## src/hw/rtl/bitmap_scan_engine_unit_macros.svh

```systemverilog
// Assertion macros for the bitmap scan engine.
`ifndef BITMAP_SCAN_ENGINE_UNIT_MACROS_SVH
`define BITMAP_SCAN_ENGINE_UNIT_MACROS_SVH
`ifndef SYNTHESIS
`define BSE_ASSERT_IMPL(label, clk, rst_n, prop, msg) \
    label: assert property (@(posedge clk) disable iff (!rst_n) prop) else $error(msg);
`define BSE_ASSERT_NEXT(label, clk, rst_n, ante, cons, msg) \
    label: assert property (@(posedge clk) disable iff (!rst_n) ante |=> cons) else $error(msg);
`else
`define BSE_ASSERT_IMPL(label, clk, rst_n, prop, msg)
`define BSE_ASSERT_NEXT(label, clk, rst_n, ante, cons, msg)
`endif
`endif

```

## src/hw/rtl/bse_pkg.sv

```systemverilog
`timescale 1ns / 1ps
package bse_pkg;
    localparam int MaxBitsDef  = 1024;
    localparam int WordBitsDef = 32;
    localparam int KindW  = 4;
    localparam int IdxW   = 10;
    localparam int CountW = 11;

    typedef enum logic [3:0] {
        K_SET = 4'd0, K_CLR = 4'd1, K_TGL = 4'd2, K_GET = 4'd3,
        K_FILL_RNG = 4'd4, K_CLR_RNG = 4'd5, K_FILL_ALL = 4'd6, K_CLR_ALL = 4'd7,
        K_FIRST_SET = 4'd8, K_FIRST_CLR = 4'd9, K_NEXT_SET = 4'd10, K_STATUS = 4'd11
    } t_kind;

    typedef struct packed {
        logic [KindW-1:0] kind;
        logic [IdxW-1:0]  bit_index;
        logic [IdxW-1:0]  last_index;
    } t_cmd;

    typedef struct packed {
        logic            bit_value;
        logic            found;
        logic [IdxW-1:0] found_index;
        logic            any_set;
        logic            any_clear;
        logic            error;
    } t_res;

    // controller -> datapath
    typedef struct packed {
        logic load;      // latch command, reset scan pointer
        logic step;      // process one word
        logic trim;      // trim pass after count write
    } t_dp_ctl;

    // datapath -> controller
    typedef struct packed {
        logic last_word;
    } t_dp_sts;
endpackage

```

## src/hw/rtl/bse_if.sv

```systemverilog
`timescale 1ns / 1ps
interface bse_cmd_if;
    logic          valid;
    logic          ready;
    bse_pkg::t_cmd data;
    modport source (output valid, output data, input ready);
    modport sink   (input valid, input data, output ready);
endinterface

interface bse_res_if;
    logic          valid;
    logic          ready;
    bse_pkg::t_res data;
    modport source (output valid, output data, input ready);
    modport sink   (input valid, input data, output ready);
endinterface

```

## src/hw/rtl/bse_ram.sv

```systemverilog
`timescale 1ns / 1ps
module bse_ram #(
    parameter int Width = 32,
    parameter int Depth = 32
) (
    input  logic                     i_clk,
    input  logic                     i_we,
    input  logic [$clog2(Depth)-1:0] i_waddr,
    input  logic [Width-1:0]         i_wdata,
    input  logic [$clog2(Depth)-1:0] i_raddr,
    output logic [Width-1:0]         o_rdata
);
    logic [Width-1:0] r_mem [Depth];
    always_ff @(posedge i_clk) begin
        if (i_we) begin
            r_mem[i_waddr] <= i_wdata;
        end
        o_rdata <= r_mem[i_raddr];
    end
endmodule

```

## src/hw/rtl/bse_dp.sv

```systemverilog
`timescale 1ns / 1ps
// Word-serial datapath. Word w is read in one cycle, modified and written in
// the next; a valid bit per word stands in for the reset clear.
module bse_dp #(
    parameter int MaxBits  = bse_pkg::MaxBitsDef,
    parameter int WordBits = bse_pkg::WordBitsDef
) (
    input  logic                          i_clk,
    input  logic                          i_rst_n,
    input  bse_pkg::t_dp_ctl              i_ctl,
    input  bse_pkg::t_cmd                 i_cmd,
    input  logic [bse_pkg::CountW-1:0]    i_count,
    input  logic                          i_clear_all,
    output bse_pkg::t_dp_sts              o_sts,
    output bse_pkg::t_res                 o_res
);
    localparam int WordCount = (MaxBits + WordBits - 1) / WordBits;
    localparam int WaW = (WordCount > 1) ? $clog2(WordCount) : 1;
    localparam int BoW = $clog2(WordBits);
    localparam int PosW = WaW + BoW;
    localparam int CntW = $clog2(MaxBits + 1) > bse_pkg::CountW ?
                          $clog2(MaxBits + 1) : bse_pkg::CountW;

    logic [WaW-1:0]      r_ptr, r_wptr;
    logic                r_wr_pend;
    logic [WordCount-1:0] r_vld;
    bse_pkg::t_cmd       r_cmd;
    logic                r_trim;
    logic [WordBits-1:0] w_rdata, w_word, w_new;
    logic [CntW-1:0]     w_live;
    logic [PosW-1:0]     w_first, w_last;
    logic                w_err;
    logic                r_value, r_found, r_any_set, r_any_clr;
    logic [bse_pkg::IdxW-1:0] r_where;

    // live count saturates at MaxBits
    always_comb begin
        if (CntW'(i_count) > CntW'(MaxBits)) w_live = CntW'(MaxBits);
        else                                 w_live = CntW'(i_count);
    end
    assign w_first = PosW'(r_cmd.bit_index);
    assign w_last  = PosW'(r_cmd.last_index);

    always_comb begin
        w_err = 1'b0;
        case (r_cmd.kind) inside
            bse_pkg::K_SET, bse_pkg::K_CLR, bse_pkg::K_TGL, bse_pkg::K_GET,
            bse_pkg::K_NEXT_SET:
                w_err = CntW'(r_cmd.bit_index) >= w_live;
            bse_pkg::K_FILL_RNG, bse_pkg::K_CLR_RNG:
                w_err = (CntW'(r_cmd.bit_index) >= w_live) ||
                        (CntW'(r_cmd.last_index) >= w_live) ||
                        (r_cmd.last_index < r_cmd.bit_index);
            bse_pkg::K_FILL_ALL, bse_pkg::K_CLR_ALL, bse_pkg::K_FIRST_SET,
            bse_pkg::K_FIRST_CLR, bse_pkg::K_STATUS:
                w_err = 1'b0;
            default: w_err = 1'b1;
        endcase
    end

    bse_ram #(.Width(WordBits), .Depth(WordCount)) u_ram (
        .i_clk  (i_clk),
        .i_we   (r_wr_pend),
        .i_waddr(r_wptr),
        .i_wdata(w_new),
        .i_raddr(r_ptr),
        .o_rdata(w_rdata)
    );

    // word under modification (read issued last cycle)
    assign w_word = r_vld[r_wptr] ? w_rdata : '0;

    // per-bit new value and scan over the modified word
    logic [WordBits-1:0] w_live_m;
    always_comb begin
        logic [PosW-1:0] p;
        w_new = w_word;
        for (int b = 0; b < WordBits; b++) begin
            p = {r_wptr, BoW'(b)};
            w_live_m[b] = CntW'(p) < w_live;
            if (r_trim) begin
                if (!w_live_m[b]) w_new[b] = 1'b0;
            end else if (!w_err) begin
                case (r_cmd.kind) inside
                    bse_pkg::K_SET: if (p == w_first) w_new[b] = 1'b1;
                    bse_pkg::K_CLR: if (p == w_first) w_new[b] = 1'b0;
                    bse_pkg::K_TGL: if (p == w_first) w_new[b] = ~w_word[b];
                    bse_pkg::K_FILL_RNG:
                        if (p >= w_first && p <= w_last) w_new[b] = 1'b1;
                    bse_pkg::K_CLR_RNG:
                        if (p >= w_first && p <= w_last) w_new[b] = 1'b0;
                    bse_pkg::K_FILL_ALL: if (w_live_m[b]) w_new[b] = 1'b1;
                    bse_pkg::K_CLR_ALL: w_new[b] = 1'b0;
                    default: w_new[b] = w_word[b];
                endcase
            end
        end
    end

    // scan matches within this word
    logic [WordBits-1:0] w_m_set, w_m_clr, w_m_want;
    logic                w_hit;
    logic [BoW-1:0]      w_hit_pos;
    always_comb begin
        logic [PosW-1:0] p;
        w_m_set = w_new & w_live_m;
        w_m_clr = ~w_new & w_live_m;
        for (int b = 0; b < WordBits; b++) begin
            p = {r_wptr, BoW'(b)};
            case (r_cmd.kind) inside
                bse_pkg::K_FIRST_SET: w_m_want[b] = w_m_set[b];
                bse_pkg::K_FIRST_CLR: w_m_want[b] = w_m_clr[b];
                bse_pkg::K_NEXT_SET:  w_m_want[b] = w_m_set[b] && (p > w_first);
                default:              w_m_want[b] = 1'b0;
            endcase
        end
        w_hit = |w_m_want;
        w_hit_pos = '0;
        for (int b = WordBits - 1; b >= 0; b--) begin
            if (w_m_want[b]) w_hit_pos = BoW'(b);
        end
    end

    always_ff @(posedge i_clk) begin
        if (!i_rst_n) begin
            r_vld     <= '0;
            r_wr_pend <= 1'b0;
            r_trim    <= 1'b0;
        end else begin
            r_wr_pend <= i_ctl.step;
            if (i_ctl.load) r_trim <= i_ctl.trim;
            if (i_clear_all) r_vld <= '0;
            else if (r_wr_pend) r_vld[r_wptr] <= 1'b1;
        end
        if (i_ctl.load) begin
            r_cmd     <= i_cmd;
            r_ptr     <= '0;
            r_value   <= 1'b0;
            r_found   <= 1'b0;
            r_where   <= '0;
            r_any_set <= 1'b0;
            r_any_clr <= 1'b0;
        end else if (i_ctl.step) begin
            r_ptr <= r_ptr + 1'b1;
        end
        if (i_ctl.step) r_wptr <= r_ptr;
        if (r_wr_pend && !r_trim) begin
            r_any_set <= r_any_set | (|w_m_set);
            r_any_clr <= r_any_clr | (|w_m_clr);
            if (w_hit && !r_found && !w_err) begin
                r_found <= 1'b1;
                r_where <= bse_pkg::IdxW'({r_wptr, w_hit_pos});
            end
            if (!w_err && r_cmd.kind <= bse_pkg::K_CLR_RNG &&
                r_wptr == w_first[PosW-1:BoW]) begin
                r_value <= w_new[w_first[BoW-1:0]];
            end
        end
    end

    assign o_sts.last_word = (r_ptr == WaW'(WordCount - 1));
    assign o_res.bit_value   = r_value;
    assign o_res.found       = r_found;
    assign o_res.found_index = r_where;
    assign o_res.any_set     = r_any_set;
    assign o_res.any_clear   = r_any_clr;
    assign o_res.error       = w_err;
endmodule

```

## src/hw/rtl/bse_ctrl.sv

```systemverilog
`timescale 1ns / 1ps
module bse_ctrl (
    input  logic               i_clk,
    input  logic               i_rst_n,
    input  logic               i_cmd_valid,
    output logic               o_cmd_ready,
    input  logic               i_cfg_we,
    output logic               o_res_valid,
    input  logic               i_res_ready,
    input  bse_pkg::t_dp_sts   i_sts,
    output bse_pkg::t_dp_ctl   o_ctl
);
    typedef enum logic [2:0] {S_IDLE, S_RUN, S_DRAIN, S_DONE, S_TDRAIN} t_state;
    t_state r_state;
    logic   r_trim_req;
    logic   r_trim_run;     // current sweep is a trim pass, no result

    always_comb begin
        o_ctl.load = 1'b0;
        o_ctl.trim = 1'b0;
        o_ctl.step = 1'b0;
        o_cmd_ready = (r_state == S_IDLE) && !r_trim_req;
        if (r_state == S_IDLE) begin
            o_ctl.load = r_trim_req || i_cmd_valid;
            o_ctl.trim = r_trim_req;
        end
        if (r_state == S_RUN) o_ctl.step = 1'b1;
        o_res_valid = (r_state == S_DONE);
    end

    always_ff @(posedge i_clk) begin
        if (!i_rst_n) begin
            r_state    <= S_IDLE;
            r_trim_req <= 1'b0;
            r_trim_run <= 1'b0;
        end else begin
            if (i_cfg_we) r_trim_req <= 1'b1;
            case (r_state)
                S_IDLE: begin
                    if (r_trim_req) begin
                        r_state    <= S_RUN;
                        r_trim_run <= 1'b1;
                        if (!i_cfg_we) r_trim_req <= 1'b0;
                    end else if (i_cmd_valid) begin
                        r_state    <= S_RUN;
                        r_trim_run <= 1'b0;
                    end
                end
                S_RUN: if (i_sts.last_word) r_state <= r_trim_run ? S_TDRAIN : S_DRAIN;
                S_DRAIN: r_state <= S_DONE;
                S_TDRAIN: r_state <= S_IDLE;
                S_DONE: if (i_res_ready) r_state <= S_IDLE;
                default: r_state <= S_IDLE;
            endcase
        end
    end
endmodule

```

## src/hw/rtl/bitmap_scan_engine_unit.sv

```systemverilog
`timescale 1ns / 1ps
// Flow: an accepted command is loaded in S_IDLE, then S_RUN sweeps all words through
//   the single-port-write RAM, one word per cycle, then S_DRAIN; the result is held in
//   S_DONE until taken, and no new command is accepted before then.
// Reset: synchronous active low; bitmap reads as zeros via per-word valid bits,
//   bit_count = 1024. A count write triggers a trim sweep over all words.
`include "bitmap_scan_engine_unit_macros.svh"
module bitmap_scan_engine_unit #(
    parameter int MaxBits  = bse_pkg::MaxBitsDef,
    parameter int WordBits = bse_pkg::WordBitsDef
) (
    input  logic                       i_clk,
    input  logic                       i_rst_n,
    bse_cmd_if.sink                    cmd,
    bse_res_if.source                  res,
    input  logic                       i_cfg_we,
    input  logic [bse_pkg::CountW-1:0] i_cfg_data
);
    logic [bse_pkg::CountW-1:0] r_count;
    bse_pkg::t_dp_ctl w_ctl;
    bse_pkg::t_dp_sts w_sts;
    logic w_clear_all;

    always_ff @(posedge i_clk) begin
        if (!i_rst_n) r_count <= bse_pkg::CountW'(1024);
        else if (i_cfg_we) r_count <= i_cfg_data;
    end

    // clear-all resets every word's valid bit at command load
    assign w_clear_all = w_ctl.load && !w_ctl.trim &&
                         cmd.data.kind == bse_pkg::K_CLR_ALL;

    bse_ctrl u_ctrl (
        .i_clk(i_clk), .i_rst_n(i_rst_n),
        .i_cmd_valid(cmd.valid), .o_cmd_ready(cmd.ready),
        .i_cfg_we(i_cfg_we),
        .o_res_valid(res.valid), .i_res_ready(res.ready),
        .i_sts(w_sts), .o_ctl(w_ctl)
    );

    bse_dp #(.MaxBits(MaxBits), .WordBits(WordBits)) u_dp (
        .i_clk(i_clk), .i_rst_n(i_rst_n),
        .i_ctl(w_ctl), .i_cmd(cmd.data), .i_count(r_count),
        .i_clear_all(w_clear_all), .o_sts(w_sts), .o_res(res.data)
    );

    // result and command never overlap
    `BSE_ASSERT_IMPL(a_excl, i_clk, i_rst_n, !(res.valid && cmd.ready), "overlap")
    // a command accept starts a sweep with no result next cycle
    `BSE_ASSERT_NEXT(a_start, i_clk, i_rst_n, cmd.valid && cmd.ready, !res.valid, "early")
    // found implies no error
    `BSE_ASSERT_IMPL(a_found, i_clk, i_rst_n, !(res.valid && res.data.found && res.data.error),
        "found+err")
endmodule
```

## src/flat_wrapper.sv

```systemverilog
// flat-port wrapper written by rule: the top's interface ports become plain ports
module bitmap_scan_engine_unit_flat 
#(
    parameter int MaxBits  = bse_pkg::MaxBitsDef,
    parameter int WordBits = bse_pkg::WordBitsDef
)
  (i_clk, i_rst_n, i_cfg_we, i_cfg_data, cmd_valid, cmd_data, cmd_ready, res_valid, res_data, res_ready);
  bse_cmd_if cmd_i ();
  bse_res_if res_i ();
  input  logic i_clk;
  input  logic i_rst_n;
  input  logic i_cfg_we;
  input  logic [bse_pkg::CountW-1:0] i_cfg_data;
  input wire logic [$bits(cmd_i.valid)-1:0] cmd_valid;
  input wire logic [$bits(cmd_i.data)-1:0] cmd_data;
  output wire logic [$bits(cmd_i.ready)-1:0] cmd_ready;
  output wire logic [$bits(res_i.valid)-1:0] res_valid;
  output wire logic [$bits(res_i.data)-1:0] res_data;
  input wire logic [$bits(res_i.ready)-1:0] res_ready;
  assign cmd_i.valid = cmd_valid;
  assign cmd_i.data = cmd_data;
  assign cmd_ready = cmd_i.ready;
  assign res_valid = res_i.valid;
  assign res_data = res_i.data;
  assign res_i.ready = res_ready;
  bitmap_scan_engine_unit #(.MaxBits(MaxBits), .WordBits(WordBits)) u_core (.i_clk(i_clk), .i_rst_n(i_rst_n), .cmd(cmd_i), .res(res_i), .i_cfg_we(i_cfg_we), .i_cfg_data(i_cfg_data));
endmodule
```

## config.mk

```make
export PLATFORM = sky130hd
export DESIGN_NAME = bitmap_scan_engine_unit_flat
export DESIGN_NICKNAME = d
export VERILOG_FILES = /design/src/hw/rtl/bse_pkg.sv /design/src/hw/rtl/bse_if.sv /design/src/hw/rtl/bse_ram.sv /design/src/hw/rtl/bse_dp.sv /design/src/hw/rtl/bse_ctrl.sv /design/src/hw/rtl/bitmap_scan_engine_unit.sv /design/src/flat_wrapper.sv
export VERILOG_INCLUDE_DIRS = /design/src /design/src/hw/rtl
export SDC_FILE = /design/constraint.sdc
export NUM_CORES = 2
export LEC_CHECK = 0
export BUFFER_PORTS_ARGS = -buffer_cell sky130_fd_sc_hd__buf_2
export CORE_ASPECT_RATIO = 1.25
export CORE_UTILIZATION = 35
export DETAILED_ROUTE_END_ITERATION = 10
export PLACE_DENSITY = 0.54
export SYNTH_ARGS = -nofsm -noshare
export SYNTH_HDL_FRONTEND = slang
export SYNTH_SLANG_ARGS = --single-unit
```

## constraint.sdc

```tcl
create_clock -name i_clk -period 9.4 [get_ports i_clk]
set_input_delay 0.47 -clock i_clk [delete_from_list [all_inputs] [get_ports i_clk]]
set_output_delay 0.47 -clock i_clk [all_outputs]
set_load 0.02 [all_outputs]
```

Yosys cells after proc, flatten, opt, wreduce, memory -nomap -nowiden --
Memory sizes are Yosys's and may differ from the RTL's. A register that Yosys moved wholly into a read port is not among the register bits. Cells that the tools add are included.
Word-level totals: bits in registers 98, bits in writable memories 1024, word-level logic and storage cells 1020, memories 1
Memories:
- u_core.u_dp.u_ram.r_mem | depth 32, bits a word 32, read ports 1, clocked after Yosys merged registers in 1, write ports 1, line bse_ram.sv:13 | logic [Width-1:0] r_mem [Depth];
Cells by class: add/sub/neg operators 1, order comparisons 136, eq/ne operators 52, muxes and demuxes 680, bitwise gates (word level) 39, reductions and logical operators 94
Operators with widths (number):
- 1-bit 2-to-1 mux | 634
- 10-bit by 11-bit less-than comparator with 1-bit output | 32
- 10-bit equality test | 32
- 10-bit >= comparator | 32
- 10-bit greater-than comparator | 32
- 10-bit <= comparator | 32
- 5-bit 2-to-1 mux | 32
- 32-bit OR reduction | 3
- 1-bit logical AND | 73
- 32-bit AND | 2
- 1-bit NOT | 33
- 32-bit 2-to-1 mux | 1
- 32-bit NOT | 1
- 32-bit bitwise OR | 1
- 10-bit 2-to-1 mux | 3
- 10-bit by 11-bit >= comparator with 1-bit output | 2
- 4-bit by 3-bit equality test with 1-bit output (second input constant) | 5
- 4-bit equality test (second input constant) | 4
- 3-bit 2-to-1 mux | 5
- 5-bit by 6-bit less-than comparator with 1-bit output (second input constant) | 2
- 3-bit one-hot mux with 4 select lines | 1
- 11-bit greater-than comparator (second input constant) | 1
- 11-bit 2-to-1 mux | 1
- 1-bit binary-select mux with 5-bit select | 2
- other kinds (24) | 36

Longest topological paths before layout --
depth in word-level cells 51, depth in mapped cells 26

By module --
From an unflattened synthesis, not the netlist that was laid out.
Second synthesis, totals: cells, all modules 4046, area, all modules 53467.5 um2
By module, submodules not included:
- bse_ram | times used 1, cells an instance 2260, area an instance 40490.1 um2
- bse_dp | times used 1, cells an instance 1717, area an instance 12251.8 um2
- bitmap_scan_engine_unit | times used 1, cells an instance 37, area an instance 427.9 um2
- bse_ctrl | times used 1, cells an instance 32, area an instance 297.8 um2

Worst setup path after synthesis --
OpenSTA, ideal clock, no wires.
path kind register to register, from reg u_core.r_count[10] in the netlist's numbering, to reg u_core.u_dp.r_where[1] in the netlist's numbering, setup time 132 ps, arrival time 5535 ps, required time 9268 ps, slack 3733 ps, stages on the path, launching flop included 21, cell sequence dfxtp_1 clkbuf_1 clkbuf_1 nand2b_1 ha_1 a211oi_1 o32ai_1 clkbuf_1 nor3_1 a21oi_1 a31oi_1 a221oi_1 o31ai_1 mux2i_1 o21a_1 and4b_1 a41o_1 buf_6 buf_6 nand3_1 o31ai_1
On the way: elaborated cells on any way between the ends 529
RTL lines:
- start, declared | line bitmap_scan_engine_unit.sv:19 | logic [bse_pkg::CountW-1:0] r_count;
- start signal, assigned | line bitmap_scan_engine_unit.sv:25 | if (!i_rst_n) r_count <= bse_pkg::CountW'(1024);
- start signal, assigned | line bitmap_scan_engine_unit.sv:26 | else if (i_cfg_we) r_count <= i_cfg_data;
- 11-bit greater-than comparator | line bse_dp.sv:38 | if (CntW'(i_count) > CntW'(MaxBits)) w_live = CntW'(MaxBits);
- 11-bit 2-to-1 mux * | line bse_dp.sv:38
- 10-bit by 11-bit less-than comparator with 1-bit output | line bse_dp.sv:80 | w_live_m[b] = CntW'(p) < w_live;
- 1-bit 2-to-1 mux | line bse_dp.sv:92 | bse_pkg::K_FILL_ALL: if (w_live_m[b]) w_new[b] = 1'b1;
- 1-bit 2-to-1 mux (6 in a row) | line bse_dp.sv:84 | case (r_cmd.kind) inside
- 1-bit 2-to-1 mux | line bse_dp.sv:83 | end else if (!w_err) begin
- 1-bit 2-to-1 mux * | line bse_dp.sv:81 | if (r_trim) begin
- via u_core.u_dp.u_ram.i_wdata[12] | line bse_ram.sv:9 | input logic [Width-1:0] i_wdata,
- 32-bit AND | line bse_dp.sv:106 | w_m_set = w_new & w_live_m;
- 1-bit logical AND | line bse_dp.sv:113 | bse_pkg::K_NEXT_SET: w_m_want[b] = w_m_set[b] && (p > w_first);
- 1-bit 2-to-1 mux (2 in a row) | line bse_dp.sv:110 | case (r_cmd.kind) inside
- 1-bit 2-to-1 mux * | line bse_dp.sv:110
- 5-bit 2-to-1 mux (13 in a row) | line bse_dp.sv:120 | if (w_m_want[b]) w_hit_pos = BoW'(b);
- 10-bit 2-to-1 mux * | line bse_dp.sv:150 | if (w_hit && !r_found && !w_err) begin
- 10-bit 2-to-1 mux * | line bse_dp.sv:147 | if (r_wr_pend && !r_trim) begin
- end signal, assigned | line bse_dp.sv:152 | r_where <= bse_pkg::IdxW'({r_wptr, w_hit_pos});
- end, declared | line bse_dp.sv:34 | logic [bse_pkg::IdxW-1:0] r_where;
The timed path passes the listed nets; every way through them passes the cells marked *. A chain may end at the register's enable or synchronous reset.

Final worst setup path --
from reg u_core.r_count[10] in the netlist's numbering, to reg u_core.u_dp.r_where[0] in the netlist's numbering
On the way: word-level cells in the longest chain between the ends 51, elaborated cells on any way between the ends 529
RTL lines (line):
- 11-bit greater-than comparator | bse_dp.sv:38
- 11-bit 2-to-1 mux * | bse_dp.sv:38
- 10-bit by 11-bit less-than comparator with 1-bit output | bse_dp.sv:80
- 1-bit 2-to-1 mux | bse_dp.sv:92
- 1-bit 2-to-1 mux (6 in a row) | bse_dp.sv:84
- 1-bit 2-to-1 mux | bse_dp.sv:83
- 1-bit 2-to-1 mux | bse_dp.sv:81
- 32-bit AND | bse_dp.sv:106
- 1-bit logical AND | bse_dp.sv:113
- 1-bit 2-to-1 mux (3 in a row) | bse_dp.sv:110
- 5-bit 2-to-1 mux (32 in a row) | bse_dp.sv:120
- 10-bit 2-to-1 mux * | bse_dp.sv:150
- 10-bit 2-to-1 mux * | bse_dp.sv:147
Every way passes the cells marked *; elsewhere a longest branch is shown, timed or not.

==> metrics.md <==
| Metric | Value |
|---|---|
| Status | `finished with violations` |
| Failing checks | `capacitance limit, slew limit` |
| DRC viols | `0` |
| Slowest stage cell, crit path | `nor2_2` |
| Tcrit/Tclk final | `roughly four fifths` |
| IO Pins | `57` |
| Vias in the first global route | `32,648` |
| Post-synth ARST share | `0%` |
| CTS Buffer Depth | `3` |
| Row count | `between 150 and 200` |
| Post-synth EDFFs | `~1,100` |
| CTS tree | `yes` |
| FF+latch count, synth | `between 1,000 and 1,500` |
| Fin util | `approximately two fifths` |
| Die X-Extent | `approximately 350 µm` |
| Final Power | `~13 mW` |
| Clock root buffer master | `clkbuf_16` |
| Tmin final | `7549 ps` |
| Final setup violation count | `0` |
| Yosys Warn Count | `0` |
| Max Cap Viol | `1` |
| Mapped Area | `just over 0.05 mm²` |
| Vias | `32,504` |
| Pwr Density | `220.1 mW/mm²` |
| Final HPWL DP | `around 110 mm` |
| Top cell family by delay on the critical path | `compound AO/OA/AOI/OAI gates` |
| Skew-Pair Late Insertion Delay | `approximately 780 ps` |
| Post-CTS Setup Inserts | `0` |
| RSZ-0062 raised after global routing | `false` |
| Ys flop type | `edfxtp_1` |
| Fmax | `between 0.1 and 0.15 GHz` |
| Endpoint class of the critical path | `register` |
| Hold path startpoint | `cmd_valid` |
| Reg2Reg Depth | `16` |
| Grt met3 use | `4.335%` |
| Syn_nets | `3,395` |
| Grt met2 use | `39.17%` |
| Register area share after synthesis | `about two thirds` |
| Placed cell count | `5,127` |
| WL final | `between 150 and 200 mm` |
| CP Launch Type | `register` |
| Pin count of the biggest net entering global routing | `96` |
| Worst hold slack | `around 64 ps` |
| GP Congestion | `about 1.1` |
| Arr. time, crit path | `8130 ps` |
| Met1 Use GR | `31.50%` |
| Worst-Margin Slew | `between 1500 and 2000 ps` |
| Total GRT Usage | `~24%` |
| Skew final | `around 48 ps` |
| Global-route wire length before repair | `~260 mm` |
| DIE AREA | `between 0.1 and 0.15 mm²` |
| Initial DRC Count | `around 3,800` |
| Die H | `432.7 µm` |
| Number of buffers created by CTS | `between 100 and 150` |
| Crit-path cells | `nor2b_1, inv_1, ha_1, o21ai_0, a21oi_1, o41ai_1, nor4b_1, a221o_1, inv_1, nor2_2, a32oi_1, mux2i_1, o21ai_0, nor4_2, a41o_1, a22oi_1` |
| CP max stage delay | `1000 ps` |
| Initial core utilization | `between 30% and 40%` |
| Synth cell types | `96` |
| WHS Endpoint | `u_core.u_ctrl.r_trim_run` |
| Core area | `roughly 0.15 mm²` |
| Crit-path max FO | `25` |
| ANT nets after route | `0` |
| Reg clk slew, reported paths | `~60 ps` |
| DR vias/cell | `about 6` |
| Crit path buffers/inverters | `2` |
| Antenna violations before repair | `10` |
| LEAKAGE | `between 15 and 20 nW` |
| Syn Area/Cell | `around 16 µm²` |
| Setup TNS | `0 ps` |
| Worst r2r dst | `u_core.u_dp.r_where[0]` |
| Setup Crit Path Kind | `reg2reg` |
| Area growth from synthesis to layout | `13.52%` |
| Clock sink count | `between 1,000 and 1,500` |
| Drt wl/cell | `about 34 µm` |
| Fin cells | `about 5,400` |
| CP Launch Point | `u_core.r_count[10]` |
| Layout cell share with drive strength beyond 1 | `23.04%` |
| Final design instance area without fill | `roughly 0.059 mm²` |
| FILL cells | `~13,000` |
| Port bufs | `between 50 and 60` |
| Post-Syn Instances | `around 3,200` |
| Final Hold Fails | `0` |
| Final worst slack | `roughly 1900 ps` |
| Pre-CTS WS | `between 2000 and 2500 ps` |
| CTS H-tree depth | `3` |
| Hold Path Cell Cnt | `4` |
| Final Max Tran Viols | `3` |
| Router iterations before antenna repair | `6` |
| Slew Limit Headroom | `-0.8668%` |
| Final nets | `approximately 3,500` |
| GR peak layer | `met2` |
| Grt total ovfl | `0` |
| Cell Area, Placed | `approximately 0.055 mm²` |
| Req. time, crit path | `between 9000 and 10,000 ps` |
| Max VDD drop | `~150 µV` |
| Worst hold path class | `in2reg` |
| Reg2reg start | `u_core.r_count[10]` |
| Reg-to-reg slack, setup | `about 1900 ps` |
==> cell usage after synthesis (12+ instances only) <==
library cell,n,share of area [%]
or2_2,15,0.18
mux2_2,43,0.93
or3_1,25,0.30
nand3_1,84,0.81
o22ai_1,29,0.35
dfxtp_1,99,3.8
a211oi_1,19,0.27
a221oi_1,14,0.24
buf_1,31,0.22
nor2b_1,22,0.26
clkbuf_1,128,0.92
nand4_1,18,0.22
nor3_1,42,0.40
and3_1,17,0.20
a22oi_1,17,0.25
o21ai_0,114,1.1
o21a_1,45,0.65
nand2_1,204,1.5
mux4_2,328,14
o31ai_1,12,0.17
edfxtp_1,1055,61
a21o_1,17,0.25
o221ai_1,14,0.24
a21oi_1,116,1.1
ha_1,113,2.7
a31oi_1,25,0.30
nor2_1,167,1.2
o211ai_1,15,0.22
inv_1,83,0.60
nand2b_1,33,0.40
mux2i_1,43,0.83
buf_2,12,0.12
==> flip-flops by register name, indices dropped and copies added (netlist names) <==
| register | count |
|---|---|
| u_core.u_dp.u_ram.o_rdata | 32 |
| u_core.u_ctrl.r_trim_run | 1 |
| u_core.u_dp.r_where | 10 |
| u_core.u_dp.r_vld | 32 |
| u_core.u_dp.r_value | 1 |
| u_core.u_dp.r_any_clr | 1 |
| u_core.u_dp.r_cmd | 4 |
| u_core.u_ctrl.r_state | 3 |
| u_core.u_ctrl.r_trim_req | 1 |
| u_core.r_count | 11 |
| u_core.u_dp.r_found | 1 |
| u_core.u_dp.r_wr_pend | 1 |
| u_core.u_dp.r_trim | 1 |
| u_core.u_dp.w_last | 10 |
| u_core.u_dp.r_ptr | 5 |
| u_core.u_dp.u_ram.r_mem | 1024 |
| u_core.u_dp.r_any_set | 1 |
| u_core.u_dp.w_first | 10 |
| u_core.u_dp.r_wptr | 5 |
==> cell usage in the layout, fill, tap and decap left out, types with 18 or more instances in the layout <==
master            n
a211oi_1         19
a21oi_1         116
a31oi_1          25
buf_2            56
buf_4           106
clkbuf_1         26
clkbuf_16       111
clkinv_2         22
dfxtp_1          94
dlygate4sd3_1    37
edfxtp_1       1055
ha_1            113
inv_1            83
mux2_2           43
mux2i_1          43
mux4_2          328
nand2_1         204
nand2b_1         33
nand3_1          84
nand4_1          18
nor2_1          131
nor2_4           32
nor2b_1          22
nor3_1           38
o21a_1           45
o21ai_0         113
o22ai_1          29
or3_1            25
==> what timing repair did <==
action / 4_1_cts / 5_1_grt
hold buffers: 37 / 0
hold endpoints to repair: 37 / 0
resized for setup: 0 / 0
==> worst register-to-register path: cells and delay by family, from the launching register on <==
family | cells | cell delay, ps
and+or+nand+nor | 4 | 2020
adders and majority gates | 1 | 280
muxes | 1 | 300
DFF | 1 | 820
AOI/OAI and AO/OA | 8 | 2930
buffers and inverters | 2 | 1020
==> area by class of cell <==
type | count | area, µm² | share of cell area, %
multi-input combinational | 1812 | 17510 | 29.68
tap | 1908 | 2387 | 4.048
timing repair buffer | 201 | 1486 | 2.521
sequential | 1154 | 33680 | 57.11
clock inverter | 60 | 575.6 | 0.9760
antenna | 2 | 5.005 | 0.008487
clock buffer | 147 | 3000 | 5.088
inverter | 89 | 334.1 | 0.5665
==> cell families (layout without fill, tap and decap cells) <==
family | Yosys count | after routing | synth area share [%]
muxes | 415 | 415 | 16.00
xor gates and xnor gates | 3 | 3 | 0.05059
and+or+nand+nor | 704 | 704 | 6.650
AOI/OAI and AO/OA | 577 | 577 | 7.594
adders and majority gates | 113 | 113 | 2.722
buffers and inverters | 276 | 497 | 2.184
other | 0 | 2 | 0
DFF | 1154 | 1154 | 64.80
==> how the worst max path moves through the flow <==
stage,end,slack [ps],depth (start not counted)
2_1_floorplan,u_core.u_dp.r_where[1],3730,20
3_3_place_gp,u_core.u_dp.r_where[5],2240,18
3_5_place_dp,u_core.u_dp.r_where[0],2150,16
4_1_cts,u_core.u_dp.r_where[2],2090,17
5_1_grt,u_core.u_dp.r_where[6],1400,17
6_report,u_core.u_dp.r_where[0],1850,16
==> per-layer routing <==
metal  routed length, µm  vias to the layer above
li1                    -                    13377
met1               73780                    17144
met2               86020                     1536
met3               13020                      439
met4               11340                        8
met5                  34                        -
==> power breakdown <==
part	switching (mW)	internal (mW)	total, mW
sequential	0.151	5.97	6.12
clock	1.98	2.48	4.46
combinational	1.47	0.935	2.40
total	3.60	9.38	13.0
No activity file was read; power rests on OpenSTA's default activity.
